[src/hdl/acf_pkg.sv]
// Shared types and codes for the box cut fracture block.
// No dependencies; acf_front, acf_back, the core and the testbench import this package.
`timescale 1ns / 1ps
`default_nettype none

package acf_pkg;

  // Width of the configuration register index.
  localparam int CfgIdxW = 3;

  // Configuration register indexes.
  typedef enum logic [CfgIdxW-1:0] {
    CFG_CUT_MIN_X = 3'd0,
    CFG_CUT_MIN_Y = 3'd1,
    CFG_CUT_MIN_Z = 3'd2,
    CFG_CUT_MAX_X = 3'd3,
    CFG_CUT_MAX_Y = 3'd4,
    CFG_CUT_MAX_Z = 3'd5
  } cfg_reg_e;

  // Position of a span on one axis relative to the cut box.
  typedef enum logic [1:0] {
    SPAN_BELOW  = 2'd0,
    SPAN_INSIDE = 2'd1,
    SPAN_ABOVE  = 2'd2
  } span_e;

  // Piece kinds.
  localparam logic KIND_SURVIVOR = 1'b0;
  localparam logic KIND_REMOVED  = 1'b1;

endpackage

`default_nettype wire

[src/hdl/acf_box_if.sv]
// Input channel of the box cut fracture block: one input box per beat.
// No dependencies.
`timescale 1ns / 1ps
`default_nettype none

interface acf_box_if #(
  parameter int COORD_WIDTH = 16,
  parameter int INDEX_WIDTH = 16
) ();
  logic                          valid;
  logic                          ready;
  logic signed [COORD_WIDTH-1:0] box_min_x;
  logic signed [COORD_WIDTH-1:0] box_min_y;
  logic signed [COORD_WIDTH-1:0] box_min_z;
  logic signed [COORD_WIDTH-1:0] box_max_x;
  logic signed [COORD_WIDTH-1:0] box_max_y;
  logic signed [COORD_WIDTH-1:0] box_max_z;
  logic        [INDEX_WIDTH-1:0] source_index;

  modport source (
    output valid, box_min_x, box_min_y, box_min_z,
    output box_max_x, box_max_y, box_max_z, source_index,
    input  ready
  );

  modport sink (
    input  valid, box_min_x, box_min_y, box_min_z,
    input  box_max_x, box_max_y, box_max_z, source_index,
    output ready
  );
endinterface

`default_nettype wire

[src/hdl/acf_piece_if.sv]
// Output channel of the box cut fracture block: one emitted piece per beat.
// No dependencies.
`timescale 1ns / 1ps
`default_nettype none

interface acf_piece_if #(
  parameter int COORD_WIDTH = 16,
  parameter int INDEX_WIDTH = 16
) ();
  logic                          valid;
  logic                          ready;
  logic                          piece_kind;
  logic signed [COORD_WIDTH-1:0] piece_min_x;
  logic signed [COORD_WIDTH-1:0] piece_min_y;
  logic signed [COORD_WIDTH-1:0] piece_min_z;
  logic signed [COORD_WIDTH-1:0] piece_max_x;
  logic signed [COORD_WIDTH-1:0] piece_max_y;
  logic signed [COORD_WIDTH-1:0] piece_max_z;
  logic        [INDEX_WIDTH-1:0] piece_source;
  logic                          piece_last;

  modport source (
    output valid, piece_kind, piece_min_x, piece_min_y, piece_min_z,
    output piece_max_x, piece_max_y, piece_max_z, piece_source, piece_last,
    input  ready
  );

  modport sink (
    input  valid, piece_kind, piece_min_x, piece_min_y, piece_min_z,
    input  piece_max_x, piece_max_y, piece_max_z, piece_source, piece_last,
    output ready
  );
endinterface

`default_nettype wire

[src/hdl/acf_front.sv]
// Front end: holds the cut box registers, accepts input boxes and classifies
// them into per-axis spans. Depends on acf_pkg and acf_box_if.
`timescale 1ns / 1ps
`default_nettype none

module acf_front #(
  parameter int COORD_WIDTH = 16,
  parameter int INDEX_WIDTH = 16,
  localparam int JobW = 18 * COORD_WIDTH + 7 + INDEX_WIDTH
) (
  input  wire                         clk_i,
  input  wire                         rst_ni,
  input  wire                         cfg_we_i,
  input  wire [acf_pkg::CfgIdxW-1:0]  cfg_idx_i,
  input  wire [COORD_WIDTH-1:0]       cfg_data_i,
  acf_box_if.sink                     box_i,
  input  wire                         full_i,
  output logic                        push_o,
  output logic [JobW-1:0]             job_o
);
  import acf_pkg::*;

  // One classified box: all spans of every axis, indexed [axis][span].
  typedef struct packed {
    logic [2:0]                        has_below;
    logic [2:0]                        has_above;
    logic                              overlap;
    logic [INDEX_WIDTH-1:0]            source;
    logic [2:0][2:0][COORD_WIDTH-1:0]  lo;
    logic [2:0][2:0][COORD_WIDTH-1:0]  hi;
  } job_t;

  localparam logic signed [COORD_WIDTH-1:0] One = COORD_WIDTH'(1);

  logic signed [COORD_WIDTH-1:0] cut_lo_q [3];
  logic signed [COORD_WIDTH-1:0] cut_hi_q [3];
  logic signed [COORD_WIDTH-1:0] blo [3];
  logic signed [COORD_WIDTH-1:0] bhi [3];
  logic signed [COORD_WIDTH-1:0] clo_m1;
  logic signed [COORD_WIDTH-1:0] chi_p1;
  logic [2:0]                    ov;
  logic                          overlap;
  job_t                          job;

  // Cut box registers.
  always_ff @(posedge clk_i or negedge rst_ni) begin
    if (!rst_ni) begin
      for (int a = 0; a < 3; a++) begin
        cut_lo_q[a] <= '0;
        cut_hi_q[a] <= '0;
      end
    end else if (cfg_we_i) begin
      case (cfg_reg_e'(cfg_idx_i))
        CFG_CUT_MIN_X: cut_lo_q[0] <= cfg_data_i;
        CFG_CUT_MIN_Y: cut_lo_q[1] <= cfg_data_i;
        CFG_CUT_MIN_Z: cut_lo_q[2] <= cfg_data_i;
        CFG_CUT_MAX_X: cut_hi_q[0] <= cfg_data_i;
        CFG_CUT_MAX_Y: cut_hi_q[1] <= cfg_data_i;
        CFG_CUT_MAX_Z: cut_hi_q[2] <= cfg_data_i;
        default: ;
      endcase
    end
  end

  assign blo[0] = box_i.box_min_x;
  assign blo[1] = box_i.box_min_y;
  assign blo[2] = box_i.box_min_z;
  assign bhi[0] = box_i.box_max_x;
  assign bhi[1] = box_i.box_max_y;
  assign bhi[2] = box_i.box_max_z;

  // Overlap test over all three axes, then span bounds in one slice per axis.
  always_comb begin
    clo_m1 = '0;
    chi_p1 = '0;
    for (int a = 0; a < 3; a++) begin
      ov[a] = (blo[a] <= cut_hi_q[a]) && (bhi[a] >= cut_lo_q[a]);
    end
    overlap     = &ov;
    job.overlap = overlap;
    job.source  = box_i.source_index;
    for (int a = 0; a < 3; a++) begin
      clo_m1 = cut_lo_q[a] - One;
      chi_p1 = cut_hi_q[a] + One;
      job.has_below[a] = cut_lo_q[a] > blo[a];
      job.has_above[a] = cut_hi_q[a] < bhi[a];
      job.lo[a][SPAN_BELOW] = blo[a];
      job.hi[a][SPAN_BELOW] = (bhi[a] < clo_m1) ? bhi[a] : clo_m1;
      // Without overlap the inside slot carries the box itself.
      if (overlap) begin
        job.lo[a][SPAN_INSIDE] = (blo[a] > cut_lo_q[a]) ? blo[a] : cut_lo_q[a];
        job.hi[a][SPAN_INSIDE] = (bhi[a] < cut_hi_q[a]) ? bhi[a] : cut_hi_q[a];
      end else begin
        job.lo[a][SPAN_INSIDE] = blo[a];
        job.hi[a][SPAN_INSIDE] = bhi[a];
      end
      job.lo[a][SPAN_ABOVE] = (blo[a] > chi_p1) ? blo[a] : chi_p1;
      job.hi[a][SPAN_ABOVE] = bhi[a];
    end
  end

  // A beat is taken whenever the queue has room.
  assign box_i.ready = !full_i;
  assign push_o      = box_i.valid && !full_i;
  assign job_o       = job;

endmodule

`default_nettype wire

[src/hdl/acf_queue.sv]
// Two-entry queue between the classifier and the piece sequencer.
// No dependencies.
`timescale 1ns / 1ps
`default_nettype none

module acf_queue #(
  parameter int WIDTH = 8
) (
  input  wire              clk_i,
  input  wire              rst_ni,
  input  wire              push_i,
  input  wire [WIDTH-1:0]  data_i,
  output logic             full_o,
  input  wire              pop_i,
  output logic             valid_o,
  output logic [WIDTH-1:0] data_o
);
  logic [WIDTH-1:0] mem_q [2];
  logic             wr_ptr_q;
  logic             rd_ptr_q;
  logic [1:0]       count_q;

  // Storage; entries need no reset.
  always_ff @(posedge clk_i) begin
    if (push_i) begin
      mem_q[wr_ptr_q] <= data_i;
    end
  end

  // Pointers and fill count.
  always_ff @(posedge clk_i or negedge rst_ni) begin
    if (!rst_ni) begin
      wr_ptr_q <= 1'b0;
      rd_ptr_q <= 1'b0;
      count_q  <= 2'd0;
    end else begin
      if (push_i) wr_ptr_q <= !wr_ptr_q;
      if (pop_i)  rd_ptr_q <= !rd_ptr_q;
      case ({push_i, pop_i})
        2'b10:   count_q <= count_q + 2'd1;
        2'b01:   count_q <= count_q - 2'd1;
        default: ;
      endcase
    end
  end

  assign full_o  = count_q == 2'd2;
  assign valid_o = count_q != 2'd0;
  assign data_o  = mem_q[rd_ptr_q];

  // The count never exceeds the depth.
  a_count_bound: assert property (@(posedge clk_i) disable iff (!rst_ni)
    count_q != 2'd3) else $error("queue count out of range");

  // No entry is removed from an empty queue.
  a_no_underflow: assert property (@(posedge clk_i) disable iff (!rst_ni)
    pop_i |-> count_q != 2'd0) else $error("queue popped while empty");

  // A lone push grows the count by one.
  a_push_count: assert property (@(posedge clk_i) disable iff (!rst_ni)
    push_i && !pop_i |=> count_q == $past(count_q) + 2'd1)
    else $error("queue count did not follow push");

endmodule

`default_nettype wire

[src/hdl/acf_back.sv]
// Back end: walks the span combinations of one classified box and emits the
// pieces through an output register. Depends on acf_pkg and acf_piece_if.
`timescale 1ns / 1ps
`default_nettype none

module acf_back #(
  parameter int COORD_WIDTH = 16,
  parameter int INDEX_WIDTH = 16,
  localparam int JobW = 18 * COORD_WIDTH + 7 + INDEX_WIDTH
) (
  input  wire             clk_i,
  input  wire             rst_ni,
  input  wire             q_valid_i,
  input  wire [JobW-1:0]  job_i,
  output logic            pop_o,
  acf_piece_if.source     piece_o
);
  import acf_pkg::*;

  typedef struct packed {
    logic [2:0]                        has_below;
    logic [2:0]                        has_above;
    logic                              overlap;
    logic [INDEX_WIDTH-1:0]            source;
    logic [2:0][2:0][COORD_WIDTH-1:0]  lo;
    logic [2:0][2:0][COORD_WIDTH-1:0]  hi;
  } job_t;

  typedef struct packed {
    span_e ix;
    span_e iy;
    span_e iz;
  } combo_t;

  typedef struct packed {
    logic  wrap;
    span_e idx;
  } adv_t;

  typedef struct packed {
    combo_t c;
    logic   done;
  } step_t;

  typedef enum logic [1:0] {
    PH_IDLE,
    PH_SURV,
    PH_LAST
  } phase_e;

  // Next span on one axis; wraps to the first span that exists.
  function automatic adv_t adv_span(span_e idx, logic hb, logic ha);
    adv_t  r;
    span_e first;
    first  = hb ? SPAN_BELOW : SPAN_INSIDE;
    r.wrap = 1'b1;
    r.idx  = first;
    case (idx)
      SPAN_BELOW: begin
        r.wrap = 1'b0;
        r.idx  = SPAN_INSIDE;
      end
      SPAN_INSIDE: begin
        if (ha) begin
          r.wrap = 1'b0;
          r.idx  = SPAN_ABOVE;
        end
      end
      default: ;
    endcase
    return r;
  endfunction

  // Next combination with z innermost and x outermost.
  function automatic step_t step_combo(combo_t c, logic [2:0] hb, logic [2:0] ha);
    step_t r;
    adv_t  ax;
    adv_t  ay;
    adv_t  az;
    r.c    = c;
    r.done = 1'b0;
    ax     = adv_span(c.ix, hb[0], ha[0]);
    ay     = adv_span(c.iy, hb[1], ha[1]);
    az     = adv_span(c.iz, hb[2], ha[2]);
    r.c.iz = az.idx;
    if (az.wrap) begin
      r.c.iy = ay.idx;
      if (ay.wrap) begin
        r.c.ix = ax.idx;
        r.done = ax.wrap;
      end
    end
    return r;
  endfunction

  function automatic logic is_center(combo_t c);
    return (c.ix == SPAN_INSIDE) && (c.iy == SPAN_INSIDE) && (c.iz == SPAN_INSIDE);
  endfunction

  // Advance, passing over the all-inside combination.
  function automatic step_t step_skip(combo_t c, logic [2:0] hb, logic [2:0] ha);
    step_t s;
    s = step_combo(c, hb, ha);
    if (!s.done && is_center(s.c)) begin
      s = step_combo(s.c, hb, ha);
    end
    return s;
  endfunction

  phase_e                  state_q;
  job_t                    job_q;
  combo_t                  cur_q;
  logic                    out_valid_q;
  logic                    out_kind_q;
  logic                    out_last_q;
  logic [COORD_WIDTH-1:0]  out_lo_q [3];
  logic [COORD_WIDTH-1:0]  out_hi_q [3];
  logic [INDEX_WIDTH-1:0]  out_src_q;

  job_t                    head;
  combo_t                  first_c;
  step_t                   start_s;
  step_t                   next_s;
  logic                    emit;
  logic                    load;
  logic [1:0]              sel [3];
  logic [COORD_WIDTH-1:0]  pc_lo [3];
  logic [COORD_WIDTH-1:0]  pc_hi [3];

  // Sequencing decisions and the piece that goes out on this beat.
  always_comb begin
    head       = job_t'(job_i);
    first_c.ix = head.has_below[0] ? SPAN_BELOW : SPAN_INSIDE;
    first_c.iy = head.has_below[1] ? SPAN_BELOW : SPAN_INSIDE;
    first_c.iz = head.has_below[2] ? SPAN_BELOW : SPAN_INSIDE;
    if (is_center(first_c)) begin
      start_s = step_combo(first_c, head.has_below, head.has_above);
    end else begin
      start_s.c    = first_c;
      start_s.done = 1'b0;
    end
    next_s = step_skip(cur_q, job_q.has_below, job_q.has_above);

    emit = (state_q != PH_IDLE) && (!out_valid_q || piece_o.ready);
    load = q_valid_i && ((state_q == PH_IDLE) || (emit && (state_q == PH_LAST)));

    if (state_q == PH_LAST) begin
      sel[0] = SPAN_INSIDE;
      sel[1] = SPAN_INSIDE;
      sel[2] = SPAN_INSIDE;
    end else begin
      sel[0] = cur_q.ix;
      sel[1] = cur_q.iy;
      sel[2] = cur_q.iz;
    end
    for (int a = 0; a < 3; a++) begin
      pc_lo[a] = job_q.lo[a][sel[a]];
      pc_hi[a] = job_q.hi[a][sel[a]];
    end
  end

  // Phase, current job and the output register.
  always_ff @(posedge clk_i or negedge rst_ni) begin
    if (!rst_ni) begin
      state_q     <= PH_IDLE;
      job_q       <= '0;
      cur_q       <= '{SPAN_INSIDE, SPAN_INSIDE, SPAN_INSIDE};
      out_valid_q <= 1'b0;
      out_kind_q  <= KIND_SURVIVOR;
      out_last_q  <= 1'b0;
      out_src_q   <= '0;
      for (int a = 0; a < 3; a++) begin
        out_lo_q[a] <= '0;
        out_hi_q[a] <= '0;
      end
    end else begin
      if (emit) begin
        out_valid_q <= 1'b1;
        out_src_q   <= job_q.source;
        for (int a = 0; a < 3; a++) begin
          out_lo_q[a] <= pc_lo[a];
          out_hi_q[a] <= pc_hi[a];
        end
      end else if (piece_o.ready) begin
        out_valid_q <= 1'b0;
      end

      case (state_q)
        PH_SURV: begin
          if (emit) begin
            out_kind_q <= KIND_SURVIVOR;
            out_last_q <= 1'b0;
            if (next_s.done) begin
              state_q <= PH_LAST;
            end else begin
              cur_q <= next_s.c;
            end
          end
        end
        PH_LAST: begin
          if (emit) begin
            out_kind_q <= job_q.overlap ? KIND_REMOVED : KIND_SURVIVOR;
            out_last_q <= 1'b1;
            if (!load) begin
              state_q <= PH_IDLE;
            end
          end
        end
        default: ;
      endcase

      // A new box starts on its own or right behind the final piece.
      if (load) begin
        job_q <= head;
        cur_q <= start_s.c;
        if (!head.overlap || start_s.done) begin
          state_q <= PH_LAST;
        end else begin
          state_q <= PH_SURV;
        end
      end
    end
  end

  assign pop_o               = load;
  assign piece_o.valid       = out_valid_q;
  assign piece_o.piece_kind  = out_kind_q;
  assign piece_o.piece_last  = out_last_q;
  assign piece_o.piece_min_x = out_lo_q[0];
  assign piece_o.piece_min_y = out_lo_q[1];
  assign piece_o.piece_min_z = out_lo_q[2];
  assign piece_o.piece_max_x = out_hi_q[0];
  assign piece_o.piece_max_y = out_hi_q[1];
  assign piece_o.piece_max_z = out_hi_q[2];
  assign piece_o.piece_source = out_src_q;

  // The removed box always closes its input box.
  a_removed_last: assert property (@(posedge clk_i) disable iff (!rst_ni)
    out_valid_q && (out_kind_q == KIND_REMOVED) |-> out_last_q)
    else $error("removed piece not marked last");

  // Final beat with nothing queued leaves the sequencer idle.
  a_idle_after_last: assert property (@(posedge clk_i) disable iff (!rst_ni)
    emit && (state_q == PH_LAST) && !load |=> state_q == PH_IDLE)
    else $error("sequencer did not go idle after final piece");

  // Jobs are taken only from a non-empty queue.
  a_pop_valid: assert property (@(posedge clk_i) disable iff (!rst_ni)
    pop_o |-> q_valid_i) else $error("job taken from empty queue");

endmodule

`default_nettype wire

[src/hdl/aabb_cut_fracture_core.sv]
// A box accepted by the front is written into the job queue, then loaded into
// the sequencer's job register; its pieces, 1 to 27 per box, leave through the
// output register at one piece per cycle while the receiver is ready.
// A two-entry job queue lets the front accept boxes while pieces drain.
// Reset (rst_ni, asynchronous, active low) empties the queue, idles the
// sequencer, drops the output beat and clears all cut registers to zero.
`timescale 1ns / 1ps
`default_nettype none

module aabb_cut_fracture_core #(
  parameter int COORD_WIDTH = 16,
  parameter int INDEX_WIDTH = 16
) (
  input  wire                         clk_i,
  input  wire                         rst_ni,
  input  wire                         cfg_we_i,
  input  wire [acf_pkg::CfgIdxW-1:0]  cfg_idx_i,
  input  wire [COORD_WIDTH-1:0]       cfg_data_i,
  acf_box_if.sink                     box_i,
  acf_piece_if.source                 piece_o
);
  import acf_pkg::*;

  localparam int JobW = 18 * COORD_WIDTH + 7 + INDEX_WIDTH;

  logic            push;
  logic            full;
  logic            pop;
  logic            q_valid;
  logic [JobW-1:0] job_in;
  logic [JobW-1:0] job_out;

  // Classifier with the cut box registers.
  acf_front #(
    .COORD_WIDTH(COORD_WIDTH),
    .INDEX_WIDTH(INDEX_WIDTH)
  ) u_front (
    .clk_i      (clk_i),
    .rst_ni     (rst_ni),
    .cfg_we_i   (cfg_we_i),
    .cfg_idx_i  (cfg_idx_i),
    .cfg_data_i (cfg_data_i),
    .box_i      (box_i),
    .full_i     (full),
    .push_o     (push),
    .job_o      (job_in)
  );

  // Decoupling queue.
  acf_queue #(
    .WIDTH(JobW)
  ) u_queue (
    .clk_i   (clk_i),
    .rst_ni  (rst_ni),
    .push_i  (push),
    .data_i  (job_in),
    .full_o  (full),
    .pop_i   (pop),
    .valid_o (q_valid),
    .data_o  (job_out)
  );

  // Piece sequencer and output register.
  acf_back #(
    .COORD_WIDTH(COORD_WIDTH),
    .INDEX_WIDTH(INDEX_WIDTH)
  ) u_back (
    .clk_i     (clk_i),
    .rst_ni    (rst_ni),
    .q_valid_i (q_valid),
    .job_i     (job_out),
    .pop_o     (pop),
    .piece_o   (piece_o)
  );

endmodule

`default_nettype wire

[src/flat_wrapper.sv]
// flat-port wrapper written by rule: the top's interface ports become plain ports
module aabb_cut_fracture_core_flat import acf_pkg::*;
#(
  parameter int COORD_WIDTH = 16,
  parameter int INDEX_WIDTH = 16
)
  (clk_i, rst_ni, cfg_we_i, cfg_idx_i, cfg_data_i, box_i_valid, box_i_box_min_x, box_i_box_min_y, box_i_box_min_z, box_i_box_max_x, box_i_box_max_y, box_i_box_max_z, box_i_source_index, box_i_ready, piece_o_valid, piece_o_piece_kind, piece_o_piece_min_x, piece_o_piece_min_y, piece_o_piece_min_z, piece_o_piece_max_x, piece_o_piece_max_y, piece_o_piece_max_z, piece_o_piece_source, piece_o_piece_last, piece_o_ready);
  acf_box_if #(.COORD_WIDTH(COORD_WIDTH), .INDEX_WIDTH(INDEX_WIDTH)) box_i_i ();
  acf_piece_if #(.COORD_WIDTH(COORD_WIDTH), .INDEX_WIDTH(INDEX_WIDTH)) piece_o_i ();
  input  wire clk_i;
  input  wire rst_ni;
  input  wire cfg_we_i;
  input  wire [acf_pkg::CfgIdxW-1:0] cfg_idx_i;
  input  wire [COORD_WIDTH-1:0] cfg_data_i;
  input wire logic [$bits(box_i_i.valid)-1:0] box_i_valid;
  input wire logic [$bits(box_i_i.box_min_x)-1:0] box_i_box_min_x;
  input wire logic [$bits(box_i_i.box_min_y)-1:0] box_i_box_min_y;
  input wire logic [$bits(box_i_i.box_min_z)-1:0] box_i_box_min_z;
  input wire logic [$bits(box_i_i.box_max_x)-1:0] box_i_box_max_x;
  input wire logic [$bits(box_i_i.box_max_y)-1:0] box_i_box_max_y;
  input wire logic [$bits(box_i_i.box_max_z)-1:0] box_i_box_max_z;
  input wire logic [$bits(box_i_i.source_index)-1:0] box_i_source_index;
  output wire logic [$bits(box_i_i.ready)-1:0] box_i_ready;
  output wire logic [$bits(piece_o_i.valid)-1:0] piece_o_valid;
  output wire logic [$bits(piece_o_i.piece_kind)-1:0] piece_o_piece_kind;
  output wire logic [$bits(piece_o_i.piece_min_x)-1:0] piece_o_piece_min_x;
  output wire logic [$bits(piece_o_i.piece_min_y)-1:0] piece_o_piece_min_y;
  output wire logic [$bits(piece_o_i.piece_min_z)-1:0] piece_o_piece_min_z;
  output wire logic [$bits(piece_o_i.piece_max_x)-1:0] piece_o_piece_max_x;
  output wire logic [$bits(piece_o_i.piece_max_y)-1:0] piece_o_piece_max_y;
  output wire logic [$bits(piece_o_i.piece_max_z)-1:0] piece_o_piece_max_z;
  output wire logic [$bits(piece_o_i.piece_source)-1:0] piece_o_piece_source;
  output wire logic [$bits(piece_o_i.piece_last)-1:0] piece_o_piece_last;
  input wire logic [$bits(piece_o_i.ready)-1:0] piece_o_ready;
  assign box_i_i.valid = box_i_valid;
  assign box_i_i.box_min_x = box_i_box_min_x;
  assign box_i_i.box_min_y = box_i_box_min_y;
  assign box_i_i.box_min_z = box_i_box_min_z;
  assign box_i_i.box_max_x = box_i_box_max_x;
  assign box_i_i.box_max_y = box_i_box_max_y;
  assign box_i_i.box_max_z = box_i_box_max_z;
  assign box_i_i.source_index = box_i_source_index;
  assign box_i_ready = box_i_i.ready;
  assign piece_o_valid = piece_o_i.valid;
  assign piece_o_piece_kind = piece_o_i.piece_kind;
  assign piece_o_piece_min_x = piece_o_i.piece_min_x;
  assign piece_o_piece_min_y = piece_o_i.piece_min_y;
  assign piece_o_piece_min_z = piece_o_i.piece_min_z;
  assign piece_o_piece_max_x = piece_o_i.piece_max_x;
  assign piece_o_piece_max_y = piece_o_i.piece_max_y;
  assign piece_o_piece_max_z = piece_o_i.piece_max_z;
  assign piece_o_piece_source = piece_o_i.piece_source;
  assign piece_o_piece_last = piece_o_i.piece_last;
  assign piece_o_i.ready = piece_o_ready;
  aabb_cut_fracture_core #(.COORD_WIDTH(COORD_WIDTH), .INDEX_WIDTH(INDEX_WIDTH)) u_core (.clk_i(clk_i), .rst_ni(rst_ni), .cfg_we_i(cfg_we_i), .cfg_idx_i(cfg_idx_i), .cfg_data_i(cfg_data_i), .box_i(box_i_i), .piece_o(piece_o_i));
endmodule
[config.mk]
export PLATFORM = sky130hd
export DESIGN_NAME = aabb_cut_fracture_core_flat
export DESIGN_NICKNAME = d
export VERILOG_FILES = /design/src/hdl/acf_pkg.sv /design/src/hdl/acf_box_if.sv /design/src/hdl/acf_piece_if.sv /design/src/hdl/acf_front.sv /design/src/hdl/acf_queue.sv /design/src/hdl/acf_back.sv /design/src/hdl/aabb_cut_fracture_core.sv /design/src/flat_wrapper.sv
export SDC_FILE = /design/constraint.sdc
export NUM_CORES = 2
export LEC_CHECK = 0
export ABC_AREA = 1
export BUFFER_PORTS_ARGS = -buffer_cell sky130_fd_sc_hd__buf_2
export CAP_MARGIN = 0
export CORE_ASPECT_RATIO = 1.4
export CORE_UTILIZATION = 35
export CTS_BUF_LIST = sky130_fd_sc_hd__clkbuf_16
export CTS_CLUSTER_SIZE = 28
export DETAILED_ROUTE_END_ITERATION = 16
export PLACE_DENSITY = 0.53
export SETUP_SLACK_MARGIN = 0.5
export SLEW_MARGIN = 20
export SYNTH_ARGS = -nofsm -noshare
export SYNTH_HDL_FRONTEND = slang
export SYNTH_SLANG_ARGS = --single-unit
[constraint.sdc]
create_clock -name clk_i -period 32.5 [get_ports clk_i]
set_input_delay 3.25 -clock clk_i [delete_from_list [all_inputs] [get_ports clk_i]]
set_output_delay 3.25 -clock clk_i [all_outputs]
set_load 0.005 [all_outputs]
### After elaboration in Yosys (flattened, before gate mapping)

Memory sizes are Yosys's and may differ from the RTL's.
Cells that the tools add are included.
W data, S select, Z words.

| operators by class | value |
|---|---|
| add/sub/neg operators | 8 |
| $lt $le $gt $ge | 27 |
| eq/ne operators | 25 |
| mux-type cells | 91 |
| reductions and logical operators | 50 |

Operators with widths:

| operator | number |
|---|---|
| $mux W16 | 24 |
| $bmux W16 S2 | 6 |
| $gt A16 B16 Y1 | 9 |
| $lt A16 B16 Y1 | 9 |
| $pmux W3 S2 | 9 |
| $add A16 B2 Y16 const B | 3 |
| $ge A16 B16 Y1 | 3 |
| $le A16 B16 Y1 | 3 |
| $sub A16 B2 Y16 const B | 3 |
| $mux W3 | 10 |
| $mux W6 | 5 |
| $logic_not A2 Y1 | 10 |
| $mux W1 | 20 |
| $eq A2 B1 Y1 const B | 9 |
| $mux W2 | 8 |
| $mux W7 | 2 |
| $reduce_bool A2 Y1 | 7 |
| $logic_and A1 B1 Y1 | 12 |
| $mux W4 | 3 |
| $reduce_and A2 Y1 | 6 |
| $lt A2 B3 Y1 const B | 3 |
| $ne A3 B2 Y1 const B | 3 |
| $reduce_and A3 Y1 | 3 |
| $pmux W2 S2 | 2 |
| 15 further kinds | 29 |

| word-level totals | value |
|---|---|
| bits in registers | 534 |
| RAM bits | 622 |
| bits of input ports | 136 |
| output and inout port bits | 116 |
| logic and storage cells | 247 |
| memories kept | 1 |

Memory list:

| memory | words | bits a word | rd ports | clocked after Yosys merged registers in | wr ports | line | text |
|---|---|---|---|---|---|---|---|
| u_core.u_queue.mem_q | 2 | 311 | 1 | 0 | 1 | acf_queue.sv:18 | `logic [WIDTH-1:0] mem_q [2];` |

### Logic depth before layout (Yosys ltp)

| depth | value |
|---|---|
| depth after elaboration | 17 |
| gate-level depth with buffers | 23 |
| mapped depth without buffers | 22 |

### By module

A second synthesis with hierarchy kept.

| second synthesis, totals | value |
|---|---|
| cells, all modules | 6599 |
| area, all modules | 59948.7 um^2 |

Modules (own cells, without submodules):

| module | times used | cells an instance | area each (um^2) |
|---|---|---|---|
| acf_queue | 1 | 1648 | 24176.9 |
| acf_back | 1 | 2177 | 18637.9 |
| acf_front | 1 | 2774 | 17133.9 |

### Worst setup path before layout

OpenSTA, ideal clock, no wires.

| path | value |
|---|---|
| kind | input port to flip-flop |
| start point | input box_i_valid |
| end point | memory u_core.u_queue.mem_q[1][0] in the netlist's numbering (enable) |
| setup time | 0.990 ns |
| arrival | 16.239 ns |
| path slack | 15.270 ns |
| stages on the path | 2 |
| path through | nand2_1 > nor2_1 |

| between the ends | value |
|---|---|
| longest elaborated chain between the ends | 3 |

RTL lines:

| item | line | text |
|---|---|---|
| from (decl) | flat_wrapper.sv:15 | `input wire logic [$bits(box_i_i.valid)-1:0] box_i_valid;` |
| $logic_and A1 B1 Y1 | acf_front.sv:104 | `assign push_o = box_i.valid && !full_i;` |
| $mux W1 | acf_queue.sv:25 | `if (push_i) begin` |
| $mux W1 (not written as such) | acf_queue.sv:26 | `mem_q[wr_ptr_q] <= data_i;` |
| to (decl) | acf_queue.sv:18 |  |

Every way passes these cells.

### Worst setup path in the final report

| path | value |
|---|---|
| start point | input piece_o_ready |
| end point | register u_core.u_back.job_q[154] in the netlist's numbering |

| between the ends | value |
|---|---|
| longest elaborated chain between the ends | 5 |

RTL lines:

| item | line | text |
|---|---|---|
| from (decl) | flat_wrapper.sv:34 | `input wire logic [$bits(piece_o_i.ready)-1:0] piece_o_ready;` |
| $logic_or A1 B1 Y1 | acf_back.sv:144 | `emit = (state_q != PH_IDLE) && (!out_valid_q \|\| piece_o.ready);` |
| $logic_and A1 B1 Y1 | acf_back.sv:144 |  |
| $logic_and A1 B1 Y1 | acf_back.sv:145 | `load = q_valid_i && ((state_q == PH_IDLE) \|\| (emit && (state_q == PH_LAST)));` |
| $logic_or A1 B1 Y1 | acf_back.sv:145 |  |
| $logic_and A1 B1 Y1 | acf_back.sv:145 |  |
| to (signal assigned) | acf_back.sv:166 | `job_q <= '0;` |
| to (signal assigned) | acf_back.sv:214 | `job_q <= head;` |
| to (decl) | acf_back.sv:111 | `job_t job_q;` |

Every way passes these cells.
A chain may end at the register's enable or synchronous reset.

==> reports/metrics.yaml <==
io_pins: 252
post_drt_wl_per_cell_um: 21.3
report.final.setup_viol: 0
finalNetCount: 6453
critical_path_class: "input pin to flip-flop"
final_core_utilization_pct: 39.4
critical-path-top-cell-by-count: "sky130_fd_sc_hd__buf_4"
htree_num_levels: 3
die_height_um: 476
tritoncts_clock_tree: "built"
drive_above_1_share_pct: 9.41
power.share.clock_pct: 21.5
max_cap_viols: 0
synth_seq_area_share_pct: 57.0
minimum_setup_slack_among_reg_to_reg_paths_ns: 27.67
layout-area-overhead-vs-synth_pct: 11.7
timing.critical_path.buf_inv: 5
die_area_mm2: 0.162
critical_path.max_fanout: 91
number_of_placement_rows: 173
swShare_pct: 41.1
timing.critical_path.required_ns: 33.16
global_route.overflow_total: 0
synth-seq-cells: 1156
fin_crit_ns: 6.49
unrepaired_setup_endpoints_after_global_routing: "no"
cp-start-kind: "input pin"
area.sequential_mm2: 0.0320
die_x_um: 341
grt_util_all_layers_pct: 21.5
slew_viol_final: 0
p_total_uw: 5930
wire_length_of_the_first_global_routing_pass_mm: 264
timing.critical_path.slowest_stage_cell: "sky130_fd_sc_hd__buf_4"
first_global_vias: 41754
cts_buffers: 115
power.internal_uw: 3490
tns_ns: 0
remaining_drc_errors: 0
synth_top_flop_cell: "sky130_fd_sc_hd__edfxtp_1"
clkSlewWorstSetupHoldPaths_ns: 0.06
post_cts.repair.setup_buffers: 0
dp.final_hpwl_mm: 116
worst_pin_slew_ns: 1.15
post-route-period-util_pct: 20.0
synthesis.nets: 6338
post_synthesis_instance_total: 5907
cts.root.buffer_cell: "sky130_fd_sc_hd__clkbuf_16"
power.static_leakage_uw: 0.0268
timing.clock.skew_ns: 0.0386
wirelength_mm: 175
critical_path_cell_by_cell: "buf_2, nor2_1, nor2_2, inv_2, a21oi_4, buf_4, buf_4, buf_4, nor2_1, a31oi_1"
grt_start_max_net_pins: 148
min-delay-path-class: "flip-flop to flip-flop"
cp.arrival_ns: 7.16
synth-warning-count: 0
relSlewSlack_pct: 23.3
ant_nets: 0
routabilityCongestion: 0.909
core_area_mm2: 0.159
syn-cell-area_mm2: 0.0562
synthesis.area_per_instance_um2: 9.51
worstSetupEndpointType: "flip-flop"
clock_insertion_delay_worst_skew_ns: 0.78
status: "finished clean"
power.ir.vdd_worst_v: 0.0000836
antenna_violations_before_repair: 20
finish.instance_area_mm2: 0.0627
multi_input_comb_area_mm2: 0.0214
dpl-instance-area_mm2: 0.0592
cts-root-to-sink-buffers: 3
top_family_by_delay_on_critical_path: "buffers and inverters"
timing.final.hold_violations: 0
timing.fmax_mhz: 154
number_of_distinct_standard_cells_referenced_by_the_synthesized_netlist: 50
initial_core_util_pct: 35.3
pwr-share-comb_pct: 38.1
critical-path-max-stage-delay_ns: 0.81
postCtsHoldBufs: 0
clock_sink_count: 1156
post_place_setup_slack_ns: 25.25
postLayoutSetupSlackWorst_ns: 26.01
starting_drc_count_in_detailed_routing: 2869
power_density_mw_per_mm2: 94.6
portBuffers: 251
drt-pass1-iter-count: 5
p_seq_share_pct: 40.3
proportion_of_register_bits_with_asynchronous_set_or_reset_after_synthesis_pct: 46.2
drt-vias-per-instance: 5.18
cts_resized: 0
n_fill_cell: 15749
synth-edff-count: 622
via_count: 42628
power.switching_uw: 2440
## cell usage in the layout, fill, tap and decap left out, types with 5 or more instances in the layout
cell,instances
sky130_fd_sc_hd__nand2_1,1682
sky130_fd_sc_hd__edfxtp_1,622
sky130_fd_sc_hd__nor2_1,535
sky130_fd_sc_hd__dfrtp_1,529
sky130_fd_sc_hd__a31oi_1,409
sky130_fd_sc_hd__inv_1,368
sky130_fd_sc_hd__nand3_1,315
sky130_fd_sc_hd__ha_1,295
sky130_fd_sc_hd__o21ai_0,268
sky130_fd_sc_hd__buf_2,250
sky130_fd_sc_hd__a21oi_1,209
sky130_fd_sc_hd__clkbuf_16,116
sky130_fd_sc_hd__xor2_1,61
sky130_fd_sc_hd__nand4_1,59
sky130_fd_sc_hd__buf_4,47
sky130_fd_sc_hd__o21bai_1,40
sky130_fd_sc_hd__o21a_1,36
sky130_fd_sc_hd__or2_2,28
sky130_fd_sc_hd__clkinv_1,28
sky130_fd_sc_hd__o211ai_1,27
sky130_fd_sc_hd__nor3_1,21
sky130_fd_sc_hd__clkinv_2,21
sky130_fd_sc_hd__inv_2,14
sky130_fd_sc_hd__o21ai_1,12
sky130_fd_sc_hd__nand3_2,11
sky130_fd_sc_hd__nor2_4,11
sky130_fd_sc_hd__nand2_2,11
sky130_fd_sc_hd__nor2_2,8
sky130_fd_sc_hd__clkinvlp_4,7
sky130_fd_sc_hd__diode_2,6
sky130_fd_sc_hd__nor3_2,6
sky130_fd_sc_hd__nor4_1,6
sky130_fd_sc_hd__xnor2_1,5
sky130_fd_sc_hd__clkinv_4,5
## power groups by stage
stage	Clock, uW	Sequential, uW	Combinational, uW
after floorplan	0	2420	1580
after global placement	0	2410	2260
after detailed placement	0	2420	2300
after CTS	1310	2400	2300
after global routing	1360	2440	2560
final	1280	2390	2260
## per-stage QoR
| step | cells | hold WS (ns) |
|---|---|---|
| 6_report | 8228 | 0.463 |
| 5_1_grt | 8224 | 0.494 |
| 4_1_cts | 8222 | 0.471 |
| 3_5_place_dp | 8005 | 0.455 |
| 3_3_place_gp | 8005 | 0.450 |
| 2_1_floorplan | 5907 | 0.450 |
## layout make-up
class | instances | area share (%)
Antenna cell | 6 | 0.0239
Clock buffer | 116 | 4.63
Clock inverter | 101 | 1.05
Inverter | 356 | 2.16
Multi-Input combinational cell | 4091 | 34.2
Sequential cell | 1156 | 51.1
Tap cell | 2100 | 4.19
Timing Repair Buffer | 302 | 2.69
## Yosys cell counts (10+ instances only)
library cell                  n  area share (%)
sky130_fd_sc_hd__xor2_1      61            0.95
sky130_fd_sc_hd__nor3_1      21            0.19
sky130_fd_sc_hd__nand3_2     10            0.18
sky130_fd_sc_hd__ha_1       295             6.6
sky130_fd_sc_hd__o211ai_1    27            0.36
sky130_fd_sc_hd__nand3_1    316             2.8
sky130_fd_sc_hd__a31oi_1    409             4.6
sky130_fd_sc_hd__or2_2       28            0.31
sky130_fd_sc_hd__nand2_2     11            0.12
sky130_fd_sc_hd__nor2_1     541             3.6
sky130_fd_sc_hd__a21oi_1    209             1.9
sky130_fd_sc_hd__o21ai_1     12            0.11
sky130_fd_sc_hd__buf_6       10            0.20
sky130_fd_sc_hd__o21ai_0    268             2.4
sky130_fd_sc_hd__edfxtp_1   622              33
sky130_fd_sc_hd__inv_1      342             2.3
sky130_fd_sc_hd__buf_4       13            0.17
sky130_fd_sc_hd__clkbuf_1   154             1.0
sky130_fd_sc_hd__o21a_1      36            0.48
sky130_fd_sc_hd__buf_2      122             1.1
sky130_fd_sc_hd__nand4_1     59            0.66
sky130_fd_sc_hd__dfrtp_1    531              24
sky130_fd_sc_hd__nand2_1   1683              11
sky130_fd_sc_hd__o21bai_1    40            0.53
sky130_fd_sc_hd__inv_2       14           0.094
## logic make-up after synthesis
group           share of synthesized area (%)
xor+xnor                                 1.06
compound gates                           10.5
fa+ha+maj                                6.57
flops                                    57.0
mux                                    0.0178
buf+inv                                  4.90
simple gates                             19.9
## registers in the layout, indices dropped and copies added (netlist names), 2 cells and up
name                                count
u_core.u_back.cur_q                     6
u_core.u_back.job_q                   311
u_core.u_back.piece_o.piece_max_x      16
u_core.u_back.piece_o.piece_max_y      16
u_core.u_back.piece_o.piece_max_z      16
u_core.u_back.piece_o.piece_min_x      16
u_core.u_back.piece_o.piece_min_y      16
u_core.u_back.piece_o.piece_min_z      16
u_core.u_back.piece_o.piece_source     16
u_core.u_back.state_q                   2
u_core.u_front.cut_hi_q                48
u_core.u_front.cut_lo_q                48
u_core.u_queue.count_q                  2
u_core.u_queue.mem_q                  622
## tightest hold or removal path, cell delays in order (launching register included)
cell	delay, ns
sky130_fd_sc_hd__dfrtp_1	0.34
sky130_fd_sc_hd__nand2_1	0.05
sky130_fd_sc_hd__nand2_1	0.04
## worst paths after layout
check,start,end,cells after the start
hold / removal,u_core.u_back.piece_o.piece_source[2],u_core.u_back.piece_o.piece_source[2],2
max in group asynchronous,rst_ni,u_core.u_back.job_q[77],3
min in group asynchronous,rst_ni,u_core.u_back.piece_o.piece_max_z[9],1
setup reg to reg,u_core.u_back.state_q[0],u_core.u_back.job_q[154],8
setup / recovery,piece_o_ready,u_core.u_back.job_q[154],10
hold reg to reg,u_core.u_back.piece_o.piece_source[2],u_core.u_back.piece_o.piece_source[2],2
## metal layers
metal	global-route usage [%]	share of wire, %	up-vias	wire (um)
met5	0	0.068	-	119
met4	6.73	2.6	18	4540
met3	2.78	4.6	247	7980
met2	37.3	49	989	86600
met1	27.7	43	20935	75900
li1	-	-	20439	-
No activity file was read; power rests on OpenSTA's default activity.
